$ cat src/rtl/swod_pkg.sv
// Shared constants, codes and types for the sliding-window overload detector.
package swod_pkg;

  localparam int unsigned RESP_TIME_W = 32;
  localparam int unsigned CNT_W       = 9;
  localparam int unsigned CFG_IDX_W   = 3;
  localparam int unsigned CFG_DATA_W  = 32;

  typedef enum logic [CFG_IDX_W-1:0] {
    CFG_SLOW_THRESHOLD = 3'd0,
    CFG_RESP_LEN       = 3'd1,
    CFG_CONN_LEN       = 3'd2,
    CFG_SLOW_LIMIT     = 3'd3,
    CFG_DISC_LIMIT     = 3'd4
  } cfg_idx_e;

  typedef enum logic {
    FUNC_RESP = 1'b0,
    FUNC_CONN = 1'b1
  } func_e;

  typedef struct packed {
    logic             overload;
    logic [CNT_W-1:0] slow_count;
    logic [CNT_W-1:0] disconnect_count;
  } result_t;

endpackage

$ cat src/rtl/swod_ifs.sv
// Handshake interfaces for the sample, result and configuration channels.
interface swod_sample_if;
  import swod_pkg::*;
  logic                   valid;
  logic                   ready;
  logic                   func;
  logic [RESP_TIME_W-1:0] rsp_ms;
  logic                   conn_disconnected;
  modport source (output valid, func, rsp_ms, conn_disconnected, input ready);
  modport sink   (input valid, func, rsp_ms, conn_disconnected, output ready);
endinterface

interface swod_result_if;
  import swod_pkg::*;
  logic             valid;
  logic             ready;
  logic             overload;
  logic [CNT_W-1:0] slow_count;
  logic [CNT_W-1:0] disconnect_count;
  modport source (output valid, overload, slow_count, disconnect_count, input ready);
  modport sink   (input valid, overload, slow_count, disconnect_count, output ready);
endinterface

interface swod_cfg_if;
  import swod_pkg::*;
  logic                  valid;
  logic                  ready;
  logic [CFG_IDX_W-1:0]  index;
  logic [CFG_DATA_W-1:0] data;
  modport source (output valid, index, data, input ready);
  modport sink   (input valid, index, data, output ready);
endinterface

$ cat src/rtl/swod_ram.sv
// Generic single-write, single-read RAM with registered, read-first output.
module swod_ram #(
  parameter int unsigned WIDTH = 1,
  parameter int unsigned DEPTH = 256
) (
  input  logic                     clk_i,
  input  logic                     we_i,
  input  logic [$clog2(DEPTH)-1:0] waddr_i,
  input  logic [WIDTH-1:0]         wdata_i,
  input  logic [$clog2(DEPTH)-1:0] raddr_i,
  output logic [WIDTH-1:0]         rdata_o
);

  logic [WIDTH-1:0] mem_q [DEPTH];
  logic [WIDTH-1:0] rdata_q;

  // read returns the old contents on a same-address write
  always_ff @(posedge clk_i) begin
    if (we_i) begin
      mem_q[waddr_i] <= wdata_i;
    end
    rdata_q <= mem_q[raddr_i];
  end

  assign rdata_o = rdata_q;

endmodule

$ cat src/rtl/sliding_window_overload_detector.sv
// Top level: two flag rings in RAM, window counters and a result queue.
// An accepted request is registered into stage 1, which queues its result.
// Throughput: one request per cycle while the queue has room; the ring RAM read
// of the oldest flag is registered, so the count update lands in the next stage.
// A four-entry result queue absorbs output stalls; ready drops when it could fill.
// Reset clears pointers, fills, counts and registers; the rings need no clearing.
module sliding_window_overload_detector #(
  parameter int unsigned WINDOW_DEPTH = 256
) (
  input  logic          clk_i,
  input  logic          rst_ni,
  swod_cfg_if.sink      cfg_i,
  swod_sample_if.sink   sample_i,
  swod_result_if.source result_o
);
  import swod_pkg::*;

  localparam int unsigned PtrW      = $clog2(WINDOW_DEPTH);
  localparam int unsigned FillW     = $clog2(WINDOW_DEPTH + 1);
  localparam int unsigned FifoDepth = 4;
  localparam int unsigned FifoPtrW  = $clog2(FifoDepth);
  localparam int unsigned FifoCntW  = $clog2(FifoDepth + 1);
  localparam logic [FillW-1:0] DepthFill = FillW'(WINDOW_DEPTH);
  localparam logic [PtrW-1:0]  LastPtr   = PtrW'(WINDOW_DEPTH - 1);

  // configuration registers
  logic [RESP_TIME_W-1:0] slow_thr_q;
  logic [CNT_W-1:0]       resp_len_q, conn_len_q, slow_limit_q, disc_limit_q;

  assign cfg_i.ready = 1'b1;

  always_ff @(posedge clk_i or negedge rst_ni) begin
    if (!rst_ni) begin
      slow_thr_q   <= RESP_TIME_W'(10);
      resp_len_q   <= CNT_W'(200);
      conn_len_q   <= CNT_W'(200);
      slow_limit_q <= CNT_W'(10);
      disc_limit_q <= CNT_W'(10);
    end else if (cfg_i.valid) begin
      unique case (cfg_idx_e'(cfg_i.index))
        CFG_SLOW_THRESHOLD: slow_thr_q   <= cfg_i.data;
        CFG_RESP_LEN:       resp_len_q   <= cfg_i.data[CNT_W-1:0];
        CFG_CONN_LEN:       conn_len_q   <= cfg_i.data[CNT_W-1:0];
        CFG_SLOW_LIMIT:     slow_limit_q <= cfg_i.data[CNT_W-1:0];
        CFG_DISC_LIMIT:     disc_limit_q <= cfg_i.data[CNT_W-1:0];
        default: ;
      endcase
    end
  end

  function automatic logic [FillW-1:0] clamp_len(input logic [CNT_W-1:0] len);
    if (len == '0) begin
      return FillW'(1);
    end else if (32'(len) > 32'(WINDOW_DEPTH)) begin
      return DepthFill;
    end
    return FillW'(len);
  endfunction

  // oldest slot = (wr - fill) mod depth
  function automatic logic [PtrW-1:0] oldest_addr(input logic [PtrW-1:0]  wr,
                                                  input logic [FillW-1:0] fill);
    logic [FillW:0] w;
    logic [FillW:0] f;
    w = (FillW + 1)'(wr);
    f = (FillW + 1)'(fill);
    if (w >= f) begin
      return PtrW'(w - f);
    end
    return PtrW'(w + (FillW + 1)'(DepthFill) - f);
  endfunction

  // stage 0: accept, write new flag, read oldest flag
  logic accept;
  logic flag_new;
  logic ring_evict [2];
  logic ring_rdata [2];

  logic s1_valid_q;
  logic s1_ring_q, s1_evict_q, s1_flag_q;

  logic [FifoCntW-1:0] fifo_cnt_q;

  assign sample_i.ready = (fifo_cnt_q + FifoCntW'(s1_valid_q)) < FifoCntW'(FifoDepth);
  assign accept   = sample_i.valid && sample_i.ready;
  assign flag_new = (sample_i.func == FUNC_CONN) ? sample_i.conn_disconnected
                                                 : (sample_i.rsp_ms > slow_thr_q);

  for (genvar r = 0; r < 2; r++) begin : g_ring
    logic [PtrW-1:0]  wr_q, wr_d, rd_addr;
    logic [FillW-1:0] fill_q, fill_d, fill_ev, len;
    logic             hit, evict;

    assign hit = accept && (sample_i.func == 1'(r));

    always_comb begin
      len     = clamp_len((r == 0) ? resp_len_q : conn_len_q);
      evict   = (fill_q >= len);
      fill_ev = evict ? fill_q - FillW'(1) : fill_q;
      fill_d  = (fill_ev < DepthFill) ? fill_ev + FillW'(1) : fill_ev;
      wr_d    = (wr_q == LastPtr) ? '0 : wr_q + PtrW'(1);
      rd_addr = oldest_addr(wr_q, fill_q);
    end

    always_ff @(posedge clk_i or negedge rst_ni) begin
      if (!rst_ni) begin
        wr_q   <= '0;
        fill_q <= '0;
      end else if (hit) begin
        wr_q   <= wr_d;
        fill_q <= fill_d;
      end
    end

    assign ring_evict[r] = evict;

    swod_ram #(
      .WIDTH(1),
      .DEPTH(WINDOW_DEPTH)
    ) u_ring_ram (
      .clk_i  (clk_i),
      .we_i   (hit),
      .waddr_i(wr_q),
      .wdata_i(flag_new),
      .raddr_i(rd_addr),
      .rdata_o(ring_rdata[r])
    );
  end

  always_ff @(posedge clk_i or negedge rst_ni) begin
    if (!rst_ni) begin
      s1_valid_q <= 1'b0;
    end else begin
      s1_valid_q <= accept;
    end
  end

  always_ff @(posedge clk_i) begin
    if (accept) begin
      s1_ring_q  <= sample_i.func;
      s1_evict_q <= ring_evict[sample_i.func];
      s1_flag_q  <= flag_new;
    end
  end

  // stage 1: count update from the evicted flag, result into queue
  logic [FillW-1:0] total_q [2];
  logic [FillW-1:0] total_new [2];
  logic [FillW-1:0] tot_cur, tot_dec, tot_inc;
  result_t          res;

  always_comb begin
    tot_cur = total_q[s1_ring_q];
    tot_dec = (s1_evict_q && ring_rdata[s1_ring_q] && (tot_cur != '0))
              ? tot_cur - FillW'(1) : tot_cur;
    tot_inc = (s1_flag_q && (tot_dec < DepthFill)) ? tot_dec + FillW'(1) : tot_dec;
    total_new[0] = (s1_ring_q == FUNC_RESP) ? tot_inc : total_q[0];
    total_new[1] = (s1_ring_q == FUNC_CONN) ? tot_inc : total_q[1];
    res.overload = (32'(total_new[0]) >= 32'(slow_limit_q))
                || (32'(total_new[1]) >= 32'(disc_limit_q));
    res.slow_count       = CNT_W'(total_new[0]);
    res.disconnect_count = CNT_W'(total_new[1]);
  end

  always_ff @(posedge clk_i or negedge rst_ni) begin
    if (!rst_ni) begin
      total_q[0] <= '0;
      total_q[1] <= '0;
    end else if (s1_valid_q) begin
      total_q[0] <= total_new[0];
      total_q[1] <= total_new[1];
    end
  end

  // result queue
  result_t             fifo_q [FifoDepth];
  logic [FifoPtrW-1:0] fifo_wp_q, fifo_rp_q;
  logic                push, pop;
  result_t             head;

  assign push = s1_valid_q;
  assign pop  = result_o.valid && result_o.ready;
  assign head = fifo_q[fifo_rp_q];

  always_ff @(posedge clk_i or negedge rst_ni) begin
    if (!rst_ni) begin
      fifo_wp_q  <= '0;
      fifo_rp_q  <= '0;
      fifo_cnt_q <= '0;
    end else begin
      if (push) begin
        fifo_wp_q <= fifo_wp_q + FifoPtrW'(1);
      end
      if (pop) begin
        fifo_rp_q <= fifo_rp_q + FifoPtrW'(1);
      end
      fifo_cnt_q <= fifo_cnt_q + FifoCntW'(push) - FifoCntW'(pop);
    end
  end

  always_ff @(posedge clk_i) begin
    if (push) begin
      fifo_q[fifo_wp_q] <= res;
    end
  end

  assign result_o.valid            = (fifo_cnt_q != '0);
  assign result_o.overload         = head.overload;
  assign result_o.slow_count       = head.slow_count;
  assign result_o.disconnect_count = head.disconnect_count;

  // assertions
  a_queue_room: assert property (@(posedge clk_i) disable iff (!rst_ni)
    s1_valid_q |-> (fifo_cnt_q < FifoCntW'(FifoDepth)))
    else $error("result queue overflow");

  a_stage_follow: assert property (@(posedge clk_i) disable iff (!rst_ni)
    accept |=> s1_valid_q)
    else $error("accepted request did not reach count stage");

  a_total_bound: assert property (@(posedge clk_i) disable iff (!rst_ni)
    (total_q[0] <= DepthFill) && (total_q[1] <= DepthFill))
    else $error("window count above depth");

endmodule
$ cat src/flat_wrapper.sv
// flat-port wrapper written by rule: the top's interface ports become plain ports
module sliding_window_overload_detector_flat import swod_pkg::*;
#(
  parameter int unsigned WINDOW_DEPTH = 256
)
  (clk_i, rst_ni, cfg_i_valid, cfg_i_index, cfg_i_data, cfg_i_ready, sample_i_valid, sample_i_func, sample_i_rsp_ms, sample_i_conn_disconnected, sample_i_ready, result_o_valid, result_o_overload, result_o_slow_count, result_o_disconnect_count, result_o_ready);
  swod_cfg_if cfg_i_i ();
  swod_sample_if sample_i_i ();
  swod_result_if result_o_i ();
  input  logic clk_i;
  input  logic rst_ni;
  input wire logic [$bits(cfg_i_i.valid)-1:0] cfg_i_valid;
  input wire logic [$bits(cfg_i_i.index)-1:0] cfg_i_index;
  input wire logic [$bits(cfg_i_i.data)-1:0] cfg_i_data;
  output wire logic [$bits(cfg_i_i.ready)-1:0] cfg_i_ready;
  input wire logic [$bits(sample_i_i.valid)-1:0] sample_i_valid;
  input wire logic [$bits(sample_i_i.func)-1:0] sample_i_func;
  input wire logic [$bits(sample_i_i.rsp_ms)-1:0] sample_i_rsp_ms;
  input wire logic [$bits(sample_i_i.conn_disconnected)-1:0] sample_i_conn_disconnected;
  output wire logic [$bits(sample_i_i.ready)-1:0] sample_i_ready;
  output wire logic [$bits(result_o_i.valid)-1:0] result_o_valid;
  output wire logic [$bits(result_o_i.overload)-1:0] result_o_overload;
  output wire logic [$bits(result_o_i.slow_count)-1:0] result_o_slow_count;
  output wire logic [$bits(result_o_i.disconnect_count)-1:0] result_o_disconnect_count;
  input wire logic [$bits(result_o_i.ready)-1:0] result_o_ready;
  assign cfg_i_i.valid = cfg_i_valid;
  assign cfg_i_i.index = cfg_i_index;
  assign cfg_i_i.data = cfg_i_data;
  assign cfg_i_ready = cfg_i_i.ready;
  assign sample_i_i.valid = sample_i_valid;
  assign sample_i_i.func = sample_i_func;
  assign sample_i_i.rsp_ms = sample_i_rsp_ms;
  assign sample_i_i.conn_disconnected = sample_i_conn_disconnected;
  assign sample_i_ready = sample_i_i.ready;
  assign result_o_valid = result_o_i.valid;
  assign result_o_overload = result_o_i.overload;
  assign result_o_slow_count = result_o_i.slow_count;
  assign result_o_disconnect_count = result_o_i.disconnect_count;
  assign result_o_i.ready = result_o_ready;
  sliding_window_overload_detector #(.WINDOW_DEPTH(WINDOW_DEPTH)) u_core (.clk_i(clk_i), .rst_ni(rst_ni), .cfg_i(cfg_i_i), .sample_i(sample_i_i), .result_o(result_o_i));
endmodule
$ cat config.mk
export PLATFORM = sky130hd
export DESIGN_NAME = sliding_window_overload_detector_flat
export DESIGN_NICKNAME = d
export VERILOG_FILES = /design/src/rtl/swod_pkg.sv /design/src/rtl/swod_ifs.sv /design/src/rtl/swod_ram.sv /design/src/rtl/sliding_window_overload_detector.sv /design/src/flat_wrapper.sv
export SDC_FILE = /design/constraint.sdc
export NUM_CORES = 1
export LEC_CHECK = 0
export BUFFER_PORTS_ARGS = -buffer_cell sky130_fd_sc_hd__buf_2
export CORE_UTILIZATION = 55
export CTS_CLUSTER_SIZE = 16
export DETAILED_ROUTE_END_ITERATION = 7
export PLACE_DENSITY = 0.74
export SYNTH_ARGS = -nofsm -noshare
export SYNTH_HDL_FRONTEND = slang
export SYNTH_HIERARCHICAL = 1
export SYNTH_SLANG_ARGS = --single-unit
$ cat constraint.sdc
create_clock -name clk_i -period 23.5 [get_ports clk_i]
set_clock_uncertainty 0.1 [all_clocks]
set_input_delay 2.35 -clock clk_i [delete_from_list [all_inputs] [get_ports clk_i]]
set_output_delay 2.35 -clock clk_i [all_outputs]
set_load 0.02 [all_outputs]
==> results.py <==
metrics = {
    "pwr": {
        "finalPower_mw": 5.20,
        "p_per_area_nw_per_um2": 139,
        "leakagePower_nw": 13.1,
        "vdd_drop_max_mv": 0.124,
    },
    "cts": {
        "cts_tree": "done",
        "post-cts-setup-buffers": 0,
        "h-tree-depth": 3,
        "cts_buffer_depth": 3,
        "holdBufCountCts": 0,
        "cts.sinks": 721,
        "ctsRootBufferMaster": "clkbuf_16",
        "cts_resized": 0,
        "clk_latency_ns": 0.61,
        "cts_inserted_buffers": 73,
        "clk_pin_slew_ns": 0.06,
    },
    "critical_path": {
        "critPathKind": "input port to flip-flop",
        "worstPathCellList": "buf_2 > ha_1 > a21o_1 > a21o_1 > a21oi_1 > o21ai_0 > a2111oi_0 > o21ai_0 > a2111oi_0 > nor3_4 > buf_4 > buf_12",
        "arrival_ns": 6.23,
        "reg2reg_depth": 18,
        "cp_slowest_stage_delay_ns": 0.93,
        "cp_max_fo": 274,
        "cp_num_buf_inv": 3,
        "reg2reg_from": "u_core/s1_ring_q$_DFFE_PP_",
        "worstReg2RegEnd": "u_core/fifo_q[0][18]$_DFFE_PP_",
        "crit_slowest_cell": "a2111oi_0",
        "end_kind": "flip-flop",
        "worst_setup_path_start_kind": "input port",
        "required_ns": 23.56,
        "crit_family": "compound AO/OA/AOI/OAI gates",
        "crit_start": "sample_i_rsp_ms[25]",
        "rrSetupSlack_ns": 17.91,
    },
    "worst_hold_path": {
        "hold_end": "u_core/total_q[10]$_DFFE_PN0P_",
        "hold_start": "u_core/total_q[10]$_DFFE_PN0P_",
        "hp-class": "flip-flop to flip-flop",
        "min_path_cells": 2,
    },
    "grt": {
        "grt_max_degree": 275,
        "antenna_found_initial": 0,
        "grt_util_all_layers_pct": 24.0,
        "grt_pass1_vias": 21500,
        "grt_pass1_wl_um": 118000,
        "globalRouteOverflowTotal": 0,
    },
    "timing": {
        "finalHoldViolCount": 0,
        "worst_slew_pin_slew_ns": 1.21,
        "slew_headroom_pct": 19.6,
        "setup_slack_ns": 17.33,
        "slew_violations": 0,
        "fmax_mhz": 162,
        "fin_crit_ns": 6.17,
        "rsz0062_at_grt": "false",
        "setup_tns_ns": 0,
        "hold_ws_ns": 0.414,
        "setup_viol": 0,
        "period_share_pct": 26.3,
    },
    "floorplan": {
        "ios": 96,
        "start_util_pct": 56.1,
        "die_h_um": 251,
        "die-width_um": 251,
        "die_area_um2": 63000,
        "rows": 90,
        "design.core.area_um2": 60800,
    },
    "layout": {
        "final_common_cell": "nor2_1",
        "antenna_cells": 0,
        "syn_to_final_growth_pct": 9.59,
        "fill_cells": 4487,
        "final_cell_mix": "nor2_1 (592), edfxtp_1 (591), nand2_1 (156)",
        "drive_gt1_share_pct": 14.1,
        "layout.nets": 2899,
    },
    "synthesis": {
        "synthArstFlopShare_pct": 17.8,
        "synth-edff-count": 591,
        "netlist_area_um2": 34100,
        "synth_ff_type": "edfxtp_1",
        "ys_seq_elements": 721,
        "yosysWarnings": 6,
        "ys_seq_area_share_pct": 61.6,
        "postSynthAreaPerCell_um2": 12.7,
        "synth_cell_types": 75,
        "syn-num-nets": 2855,
        "syn_inst": 2679,
    },
    "status": {
        "outcome": "completed",
    },
    "routing": {
        "wl_per_cell_um": 21.1,
        "dr.pass1.iters": 5,
        "vias": 21700,
        "drt_drc_violations_left": 0,
        "antenna_left": 0,
        "dr.first_iter.drc_count": 2265,
        "drt_wl_total_um": 75400,
        "detail_route.vias_per_cell": 6.08,
    },
    "flow_run": {
        "maxCapViolCount": 0,
    },
    "placement": {
        "portBuffers": 94,
        "dp_hpwl_um": 46600,
        "gp_congestion": 0.893,
        "pre_cts_ws_ns": 16.85,
    },
}
how the worst max path moves through the flow:
stage,cells past startpoint,endpoint
after global routing,12,u_core/g_ring[1].u_ring_ram/mem_q[165]$_DFFE_PP_
after CTS,12,u_core/g_ring[0].u_ring_ram/mem_q[40]$_DFFE_PP_
final,12,u_core/g_ring[1].u_ring_ram/mem_q[60]$_DFFE_PP_
after detailed placement,12,u_core/g_ring[0].u_ring_ram/mem_q[40]$_DFFE_PP_
after floorplan,9,u_core/g_ring[0].u_ring_ram/mem_q[0]$_DFFE_PP_
after global placement,12,u_core/g_ring[0].u_ring_ram/mem_q[34]$_DFFE_PP_
synth_stat cells (all sizes together), types with 15 or more instances:
cell,count,area [µm²]
xor2,15,131
nor4,15,93.8
nand2,156,586
nor3,24,125
inv,100,375
o21ai,96,488
ha,100,1250
dfrtp,116,2900
nand4,19,119
o22ai,47,294
nor2,594,2230
nor2b,36,225
edfxtp,591,17700
a21o,18,135
a22oi,16,120
mux2i,129,1290
a21oi,53,265
nand3,35,175
mux2,33,372
xnor2,55,482
mux4,103,2320
clkbuf,106,398
buf,39,285
stage by stage:
stage / utilization [%] / instance area (µm²) / instances
final: 61.5 / 37400 / 3565
after global routing: 61.5 / 37400 / 3565
after CTS: 61.5 / 37400 / 3565
after detailed placement: 57.7 / 35100 / 3430
after global placement: 57.7 / 35100 / 3430
after floorplan: - / 34100 / 2679
layout make-up:
class                      count  area [µm²]  share of cell area (%)
clock inverter                46         389                    1.04
timing repair buffer         114         636                    1.70
sequential                   721       21000                    56.2
tap                          782         978                    2.62
clock buffer                  89        1930                    5.16
multi-input combinational   1712       12100                    32.3
inverter                     101         382                    1.02
report_power, final:
| part | total [mW] | internal (mW) | switching (mW) |
|---|---|---|---|
| Sequential | 1.68 | 1.58 | 0.103 |
| Clock | 1.12 | 0.635 | 0.488 |
| Combinational | 2.39 | 0.981 | 1.41 |
registers in the layout (all words and copies together), names as in the netlist:
register / cells
u_core/g_ring.fill_q: 18
u_core/s1_evict_q: 1
u_core/conn_len_q: 9
u_core/fifo_q: 76
u_core/fifo_wp_q: 2
u_core/resp_len_q: 9
u_core/total_q: 18
u_core/g_ring.wr_q: 16
u_core/g_ring.u_ring_ram/rdata_o: 2
u_core/fifo_cnt_q: 3
u_core/g_ring.u_ring_ram/mem_q: 512
u_core/fifo_rp_q: 2
u_core/s1_ring_q: 1
u_core/push: 1
u_core/disc_limit_q: 9
u_core/slow_thr_q: 32
u_core/s1_flag_q: 1
u_core/slow_limit_q: 9
worst min-delay path, stage by stage, from the launching register on:
cell and delay [ns]:
dfrtp_1 0.36, nand2_1 0.05, o21ai_0 0.07
layer usage:
layer | track usage (%) | wire length, µm | share of wire, %
met4 | 7.54 | 1680 | 2.2
met2 | 40.6 | 37000 | 49
met3 | 3.81 | 5810 | 7.7
met1 | 31.9 | 30900 | 41
met5 | 0 | 0 | 0
cell families (layout without fill, tap and decap cells):
| kind of cell | count (synthesis) | after routing | share of synthesized area [%] |
|---|---|---|---|
| buffers and inverters | 246 | 350 | 3.11 |
| muxes | 265 | 265 | 11.7 |
| DFF | 721 | 721 | 61.6 |
| other | 1 | 1 | 0.0110 |
| AOI/OAI and AO/OA | 315 | 315 | 5.91 |
| xor gates and xnor gates | 70 | 70 | 1.80 |
| and+or+nand+nor | 959 | 959 | 12.2 |
| adders and majority gates | 102 | 102 | 3.78 |
Note: power is estimated with default switching activity, not from simulation.
